===== src/rtl/sbsm_pkg.sv =====
package sbsm_pkg;

  localparam int unsigned RegW  = 5;
  localparam int unsigned DataW = 8;
  localparam int unsigned TimeW = 32;
  localparam int unsigned CntW  = 3;

  localparam logic [RegW-1:0] CtlResetVal = 5'h1F;
  localparam logic [RegW-1:0] MaskResetVal = 5'h1F;

  // mapper register select
  typedef enum logic [1:0] {
    SEL_CTRL = 2'd0,
    SEL_CHR0 = 2'd1,
    SEL_CHR1 = 2'd2,
    SEL_PRG  = 2'd3
  } sbsm_sel_t;

  // configuration register index
  typedef enum logic [1:0] {
    CFG_WRAM_SEL = 2'd0,
    CFG_PRG_MASK = 2'd1,
    CFG_CHR_MASK = 2'd2,
    CFG_UNUSED   = 2'd3
  } sbsm_cfg_idx_t;

  // control bits 3:2 PRG mode codes
  typedef enum logic [1:0] {
    PRG_32K_A   = 2'd0,
    PRG_32K_B   = 2'd1,
    PRG_FIX_LOW = 2'd2,
    PRG_FIX_HIGH = 2'd3
  } sbsm_prg_mode_t;

  typedef struct packed {
    logic [RegW-1:0] ctl;
    logic [RegW-1:0] chr0;
    logic [RegW-1:0] chr1;
    logic [RegW-1:0] prg;
  } sbsm_regs_t;

  typedef struct packed {
    logic            wram_sel_en;
    logic [RegW-1:0] prg_mask;
    logic [RegW-1:0] chr_mask;
  } sbsm_cfg_t;

  typedef struct packed {
    logic [RegW-1:0] prg_bank_low;
    logic [RegW-1:0] prg_bank_high;
    logic [RegW-1:0] chr_bank_low;
    logic [RegW-1:0] chr_bank_high;
    logic [1:0]      mirror_mode;
    logic            wram_enabled;
    logic            wram_bank;
    logic            write_ignored;
  } sbsm_result_t;

endpackage


===== src/rtl/sbsm_state.sv =====
module sbsm_state import sbsm_pkg::*; (
  input  logic             clk,
  input  logic             rst_n,
  input  logic             advance,
  input  logic [1:0]       reg_select,
  input  logic [DataW-1:0] write_data,
  input  logic [TimeW-1:0] cpu_time,
  output sbsm_regs_t       regs_nxt,
  output logic             ignored
);

  sbsm_regs_t       regs_r;
  logic [RegW-1:0]  shift_buf_r, shift_buf_nxt, shift_buf_or;
  logic [CntW-1:0]  shift_cnt_r, shift_cnt_nxt;
  logic [TimeW-1:0] last_rst_r, last_rst_nxt;
  logic [TimeW-1:0] time_diff;
  logic [RegW-1:0]  serial_bit;

  assign time_diff  = cpu_time - last_rst_r;
  assign ignored    = (time_diff[TimeW-1:1] == '0);
  assign serial_bit = RegW'(write_data[0]) << shift_cnt_r;
  assign shift_buf_or = shift_buf_r | serial_bit;

  always_comb begin
    regs_nxt      = regs_r;
    shift_buf_nxt = shift_buf_r;
    shift_cnt_nxt = shift_cnt_r;
    last_rst_nxt  = last_rst_r;
    if (!ignored) begin
      if (write_data[DataW-1]) begin
        regs_nxt.ctl  = regs_r.ctl | 5'b01100;
        shift_buf_nxt = '0;
        shift_cnt_nxt = '0;
        last_rst_nxt  = cpu_time;
      end else if (shift_cnt_r == CntW'(RegW - 1)) begin
        // fifth bit: commit the whole word to the selected register
        unique case (sbsm_sel_t'(reg_select))
          SEL_CTRL: regs_nxt.ctl  = shift_buf_or;
          SEL_CHR0: regs_nxt.chr0 = shift_buf_or;
          SEL_CHR1: regs_nxt.chr1 = shift_buf_or;
          SEL_PRG:  regs_nxt.prg  = shift_buf_or;
          default:  regs_nxt      = regs_r;
        endcase
        shift_buf_nxt = '0;
        shift_cnt_nxt = '0;
      end else begin
        shift_buf_nxt = shift_buf_or;
        shift_cnt_nxt = shift_cnt_r + CntW'(1);
      end
    end
  end

  always_ff @(posedge clk) begin
    if (!rst_n) begin
      regs_r      <= '{ctl: CtlResetVal, chr0: '0, chr1: '0, prg: '0};
      shift_buf_r <= '0;
      shift_cnt_r <= '0;
      last_rst_r  <= '0;
    end else if (advance) begin
      regs_r      <= regs_nxt;
      shift_buf_r <= shift_buf_nxt;
      shift_cnt_r <= shift_cnt_nxt;
      last_rst_r  <= last_rst_nxt;
    end
  end

endmodule


===== src/rtl/sbsm_map.sv =====
module sbsm_map import sbsm_pkg::*; (
  input  sbsm_regs_t   regs,
  input  sbsm_cfg_t    cfg,
  input  logic         ignored,
  output sbsm_result_t res
);

  logic [RegW-1:0] offs, bank, plo, phi, clo, chi;

  assign offs = {regs.chr0[4], 4'b0000};
  assign bank = {1'b0, regs.prg[3:0]};

  always_comb begin
    unique case (sbsm_prg_mode_t'(regs.ctl[3:2]))
      PRG_FIX_HIGH: begin
        plo = bank + offs;
        phi = 5'h0F + offs;
      end
      PRG_FIX_LOW: begin
        plo = offs;
        phi = bank + offs;
      end
      PRG_32K_A, PRG_32K_B: begin
        plo = (bank & 5'h0E) + offs;
        phi = ((bank & 5'h0E) + offs) | 5'h01;
      end
      default: begin
        plo = '0;
        phi = '0;
      end
    endcase

    if (regs.ctl[4]) begin
      clo = regs.chr0;
      chi = regs.chr1;
    end else begin
      clo = regs.chr0 & 5'h1E;
      chi = regs.chr0 | 5'h01;
    end

    res.prg_bank_low  = plo & cfg.prg_mask;
    res.prg_bank_high = phi & cfg.prg_mask;
    res.chr_bank_low  = clo & cfg.chr_mask;
    res.chr_bank_high = chi & cfg.chr_mask;
    res.mirror_mode   = regs.ctl[1:0];
    res.wram_enabled  = ~regs.prg[4];
    res.wram_bank     = cfg.wram_sel_en & (regs.ctl[4] ? regs.chr0[4] : regs.chr0[3]);
    res.write_ignored = ignored;
  end

endmodule


===== src/rtl/serial_bank_switch_mapper.sv =====
// Pipeline: input register, then state update and bank mapping into the
// result register.
// Throughput: one transaction per cycle; the input side stalls only while a
// result is held and the output is stalled.
// Reset (rst_n low, synchronous): control register 0x1F, others zero, shifter
// empty, last reset time zero, masks 31, work RAM bank select off.
module serial_bank_switch_mapper import sbsm_pkg::*; (
  input  logic             clk,
  input  logic             rst_n,
  input  logic             in_valid,
  output logic             in_stall,
  input  logic [1:0]       in_reg_select,
  input  logic [DataW-1:0] in_write_data,
  input  logic [TimeW-1:0] in_cpu_time,
  output logic             out_valid,
  input  logic             out_stall,
  output logic [RegW-1:0]  out_prg_bank_low,
  output logic [RegW-1:0]  out_prg_bank_high,
  output logic [RegW-1:0]  out_chr_bank_low,
  output logic [RegW-1:0]  out_chr_bank_high,
  output logic [1:0]       out_mirror_mode,
  output logic             out_wram_enabled,
  output logic             out_wram_bank,
  output logic             out_write_ignored,
  input  logic             cfg_valid,
  output logic             cfg_ready,
  input  logic [1:0]       cfg_index,
  input  logic [RegW-1:0]  cfg_data
);

  logic             s1_valid_r;
  logic [1:0]       s1_sel_r;
  logic [DataW-1:0] s1_data_r;
  logic [TimeW-1:0] s1_time_r;
  logic             out_valid_r;
  sbsm_result_t     res_r, res_nxt;
  sbsm_cfg_t        cfg_r;
  sbsm_regs_t       regs_nxt;
  logic             ignored;
  logic             advance, in_take;

  assign advance   = s1_valid_r && (!out_valid_r || !out_stall);
  assign in_stall  = s1_valid_r && out_valid_r && out_stall;
  assign in_take   = in_valid && !in_stall;
  assign cfg_ready = 1'b1;

  always_ff @(posedge clk) begin
    if (!rst_n) begin
      s1_valid_r <= 1'b0;
    end else if (in_take) begin
      s1_valid_r <= 1'b1;
    end else if (advance) begin
      s1_valid_r <= 1'b0;
    end
  end

  always_ff @(posedge clk) begin
    if (in_take) begin
      s1_sel_r  <= in_reg_select;
      s1_data_r <= in_write_data;
      s1_time_r <= in_cpu_time;
    end
  end

  always_ff @(posedge clk) begin
    if (!rst_n) begin
      cfg_r <= '{wram_sel_en: 1'b0, prg_mask: MaskResetVal, chr_mask: MaskResetVal};
    end else if (cfg_valid && cfg_ready) begin
      unique case (sbsm_cfg_idx_t'(cfg_index))
        CFG_WRAM_SEL: cfg_r.wram_sel_en <= cfg_data[0];
        CFG_PRG_MASK: cfg_r.prg_mask    <= cfg_data;
        CFG_CHR_MASK: cfg_r.chr_mask    <= cfg_data;
        default:      cfg_r             <= cfg_r;
      endcase
    end
  end

  sbsm_state u_state (
    .clk        (clk),
    .rst_n      (rst_n),
    .advance    (advance),
    .reg_select (s1_sel_r),
    .write_data (s1_data_r),
    .cpu_time   (s1_time_r),
    .regs_nxt   (regs_nxt),
    .ignored    (ignored)
  );

  sbsm_map u_map (
    .regs    (regs_nxt),
    .cfg     (cfg_r),
    .ignored (ignored),
    .res     (res_nxt)
  );

  always_ff @(posedge clk) begin
    if (!rst_n) begin
      out_valid_r <= 1'b0;
    end else if (advance) begin
      out_valid_r <= 1'b1;
    end else if (!out_stall) begin
      out_valid_r <= 1'b0;
    end
  end

  always_ff @(posedge clk) begin
    if (advance) begin
      res_r <= res_nxt;
    end
  end

  assign out_valid         = out_valid_r;
  assign out_prg_bank_low  = res_r.prg_bank_low;
  assign out_prg_bank_high = res_r.prg_bank_high;
  assign out_chr_bank_low  = res_r.chr_bank_low;
  assign out_chr_bank_high = res_r.chr_bank_high;
  assign out_mirror_mode   = res_r.mirror_mode;
  assign out_wram_enabled  = res_r.wram_enabled;
  assign out_wram_bank     = res_r.wram_bank;
  assign out_write_ignored = res_r.write_ignored;

endmodule


===== config.mk =====
export PLATFORM = sky130hd
export DESIGN_NAME = serial_bank_switch_mapper
export DESIGN_NICKNAME = d
export VERILOG_FILES = /design/src/rtl/sbsm_pkg.sv /design/src/rtl/sbsm_state.sv /design/src/rtl/sbsm_map.sv /design/src/rtl/serial_bank_switch_mapper.sv
export SDC_FILE = /design/constraint.sdc
export NUM_CORES = 1
export LEC_CHECK = 0
export BUFFER_PORTS_ARGS = -buffer_cell sky130_fd_sc_hd__buf_2
export CAP_MARGIN = 5
export CORE_MARGIN = 5
export CORE_UTILIZATION = 23
export DETAILED_ROUTE_END_ITERATION = 7
export GPL_TIMING_DRIVEN = 0
export PLACE_DENSITY_LB_ADDON = 0.2
export SLEW_MARGIN = 20
export SYNTH_ARGS = -nofsm -noshare
export SYNTH_HDL_FRONTEND = slang
export SYNTH_HIERARCHICAL = 1
export SYNTH_SLANG_ARGS = --single-unit

===== constraint.sdc =====
create_clock -name clk -period 5.1 [get_ports clk]
set_input_delay 1.02 -clock clk [delete_from_list [all_inputs] [get_ports clk]]
set_output_delay 1.02 -clock clk [all_outputs]
set_load 0.02 [all_outputs]

* Word-level counts from Yosys, hierarchy flattened
Cells that the tools add are included.
Widths: inputs -> output; s select.
** Operators by class
- Add/subtract/negate cells :: 5
- Equal/unequal tests :: 10
- Shifts and indexed selects :: 1
- Multiplexer cells :: 21
- Bitwise gates (word level) :: 8
- Reduce and logical (&&, ||, !) cells :: 19
** Operator list (number)
- $mux 20 :: 2
- $mux 5 :: 8
- $sub 32x32->32 :: 1
- $logic_not 31->1 :: 1
- $pmux 5 s3 :: 2
- $and 5x5->5 :: 4
- $mux 15 :: 1
- $add 4x5->5 :: 2
- $eq 2x2->1 const B :: 5
- $reduce_and 2->1 :: 4
- $eq 2x1->1 const B :: 3
- $logic_not 2->1 :: 3
- $mux 1 :: 6
- $mux 3 :: 2
- $add 4x5->5 const A :: 1
- $or 5x5->5 :: 1
- $shl 1x3->5 :: 1
- $logic_and 1x1->1 :: 4
- $add 3x1->3 const B :: 1
- $eq 3x3->1 const B :: 1
- $logic_not 1->1 :: 3
- $reduce_and 3->1 :: 1
- $ne 2x1->1 const B :: 1
- $not 1->1 :: 2
- 4 further kinds :: 4
** Word-level totals
- Bits in registers :: 140
- Input bits :: 54
- Output and inout bits :: 28
- Word-level logic and storage cells :: 87

* Longest topological paths before layout
- Word-level depth :: 10
- Depth in mapped cells :: 16
- Gate-level depth less buffers :: 14

* Modules after synthesis
Netlist, hierarchy kept.
** By module, submodules not included
- sbsm_state :: instances 1, cells each 675, area an instance 5129.9 um2, seq. area each 1201.2 um2
- serial_bank_switch_mapper :: instances 1, cells each 121, area an instance 2577.5 um2, seq. area each 2272.2 um2
- sbsm_map :: instances 1, cells each 35, area an instance 254.0 um2, seq. area each 0.0 um2

* Worst setup path before layout
OpenSTA, ideal clock, no wires.
- Path type :: in2reg
- From :: input out_stall
- To :: register u_state/regs_r[0] (netlist name)
- Setup time :: 72 ps
- Arrival time :: 4672 ps
- Required time :: 5028 ps
- Setup slack :: 356 ps
- Cell stages on the path :: 4
- Path buffers :: 0
- Cell sequence :: a21boi_0 -> clkinv_1 -> nor3_2 -> mux2i_1
** Between the ends
- Word-level cells in the longest chain between the ends :: 3
** Ends and longest elaborated chain
- from (decl) :: RTL line serial_bank_switch_mapper.sv:16 : input logic out_stall,
- $logic_not 1->1
- $logic_or 1x1->1 :: RTL line serial_bank_switch_mapper.sv:42 : assign advance = s1_valid_r && (!out_valid_r || !out_stall);
- $logic_and 1x1->1 :: RTL line serial_bank_switch_mapper.sv:42
- to (signal assigned) :: RTL line sbsm_state.sv:55 : regs_r <= '{ctl: CtlResetVal, chr0: '0, chr1: '0, prg: '0};
- to (signal assigned) :: RTL line sbsm_state.sv:60 : regs_r <= regs_nxt;
- to (decl) :: RTL line sbsm_state.sv:12 : sbsm_regs_t regs_r;
No other way between the ends.
A chain may end at the register's enable or synchronous reset.

==> results.md <==
- Slowest cell on crit path: or4_1
- Share of cells above drive strength 1: 19.08%
- Nets: 1007
- Max Cap Viol: 0
- Mapped Cells: 825
- CP required: 5.30 ns
- Vias in the first global route: 6273
- DR vias: 6212
- Most frequent CP cell: nor2_1
- Die width: 193.9 µm
- Ports: 82
- Final total power: 2.879 mW
- Crit-path cells: ha_1, buf_2, a21oi_1, nor2_1, a2111oi_2, nor2_1, nor4_1, and4b_1, nand4_1, or4_1, clkbuf_1, nand2_1, mux2_2, and2_1, buf_4
- Final hold vios: 0
- Final Critical Period: 4.757 ns
- CP arrival: 4.95 ns
- Global Route Usage Sum: 11.51%
- # rows: 67
- Pin count of the biggest net entering global routing: 21
- Core area: 33450 µm²
- Ys Warns: 6
- Commonest non-fill, non-tap cell in the layout: nand2_1
- Antenna Cells: 0
- RePlAce Congestion: 0.8192
- # DRC: 0
- Max stage delay on crit path: 0.61 ns
- DP Area: 8786 µm²
- Port bufs: 74
- DRT iter0 DRCs: 392
- Clk sinks: 134
- Slew margin rel.: 50.79%
- Die height: 193.9 µm
- Mapped Area: 7781 µm²
- DR vias/cell: 4.498
- VDD IR-drop max: 251.1 µV
- Final Setup Violations: 0
- CTS root buffer: clkbuf_16
- Mean post-synth cell area: 9.432 µm²
- Clk pin slew, worst setup/hold paths: 0.07 ns
- Most frequent cells in the layout: 132 x nand2_1, 82 x buf_2, 73 x dfxtp_1
- PwrDens: 306.5 nW/µm²
- First-pass GRT wire length: 34840 µm
- Net Count, Synth: 912
- Die area: 37610 µm²
- Initial antenna violation count: 0
- Worst setup EP type: register
- Final instance area: 9393 µm²
- Synth-to-layout area growth: 20.71%
- Pleak: 3.511 nW
- TritonCTS clock tree: done
- H-tree depth: 4
- Post-CTS Setup Bufs: 0
- HPWL Detailed: 16590 µm
- Clk_skew: 0.009892 ns
- Crit Path Max Fanout: 10
- Status: finished, final reports clean
- CTS Buffer Depth: 2
- Worst min path class: reg -> reg
- Post-CTS Hold Fix Bufs: 0
- WL final: 21530 µm
- Fin crit share: 93.27%
- Maximum clock frequency: 0.2102 GHz
- Grt ovf: 0
- Initial Utilization: 23.26%
- WL/cell: 15.59 µm
- Slew @ Worst Pin: 0.7381 ns
- DRT Pass-1 Iters: 5
- Pins Over Slew Limit: 0
- # fillers: 3557
- Clk_lat worst skew: 0.43 ns
- CTS buffer count: 17
- Critical setup path kind: reg -> reg
- CP startpoint kind: register
- Antenna Violating Nets Remaining: 0
- RSZ-0062 raised after global routing: false
## sequential cells by signal, indices dropped and copies added, names as in the netlist
register / cells
out_mirror_mode: 2
out_wram_bank: 1
out_wram_enabled: 1
s1_sel_r: 2
s1_valid_r: 1
u_state/shift_buf_r: 5
u_state/shift_cnt_r: 3
u_state/regs_r: 20
out_prg_bank_low: 5
s1_data_r: 2
out_chr_bank_low: 5
out_prg_bank_high: 5
out_write_ignored: 1
u_state/last_rst_r: 32
out_chr_bank_high: 5
out_valid: 1
s1_time_r: 32
cfg_r: 11
## per-layer routing
metal	track usage, %	up-vias	share of wire [%]
li1	-	3161	-
met1	15.22	2945	48
met2	19.28	90	48
met3	2.381	16	2.8
met4	2.995	0	0.98
met5	0	-	0
## critical path: cells and delay by family (launching register included)
kind	cells	cell delay, ns
AND/OR/NAND/NOR	8	2.03
buffers and inverters	3	0.52
AO/OA/AOI/OAI	2	0.87
adder cells (fa/ha/maj)	1	0.30
multiplexers	1	0.42
flip-flops	1	0.40
## cell type report
class	count	area [µm²]	area share, %
repair buffers	76	425.4	4.529
flip-flops and latches	134	3293	35.06
clock inverters	15	172.7	1.838
plain buffers	41	231.5	2.464
multi-input cells	610	4134	44.01
clock buffers	17	425.4	4.529
well taps	448	560.5	5.968
inverters	40	150.1	1.599
## metrics by stage
stage	worst slack [ns]	instances	setup TNS [ns]	util [%]	hold WS [ns]
6_report	0.3430	1381	0	28.08	0.4505
4_1_cts	0.2467	1381	0	28.06	0.4535
3_5_place_dp	0.2380	1349	0	26.27	0.4424
2_1_floorplan	0.3558	825	0	-	0.4302
3_3_place_gp	-2.207	1347	-66.23	26.05	0.4381
5_1_grt	0.0002158	1381	0	28.08	0.4674
## power breakdown
group	switching (mW)	total [mW]	internal [mW]
sequential	0.0221	1.18	1.16
clock	0.569	1.27	0.704
combinational	0.258	0.423	0.165
total	0.850	2.88	2.03
## final timing paths
check	slack (ns)	cells after the start	to	start
worst min register to register	0.45	2	u_state/shift_buf_r[1]	u_state/shift_buf_r[1]
worst min-delay path	0.45	2	u_state/shift_buf_r[1]	u_state/shift_buf_r[1]
worst max register to register	0.34	15	out_prg_bank_low[4]	s1_time_r[23]
worst max-delay path	0.34	15	out_prg_bank_low[4]	s1_time_r[23]
## timing repair
| action | 4_1_cts | 5_1_grt |
|---|---|---|
| endpoints found under the hold margin | 0 | 0 |
| setup endpoints to repair | 0 | 8 |
| resized for setup | 0 | 1 |
Power figures use the tool's default switching activity.
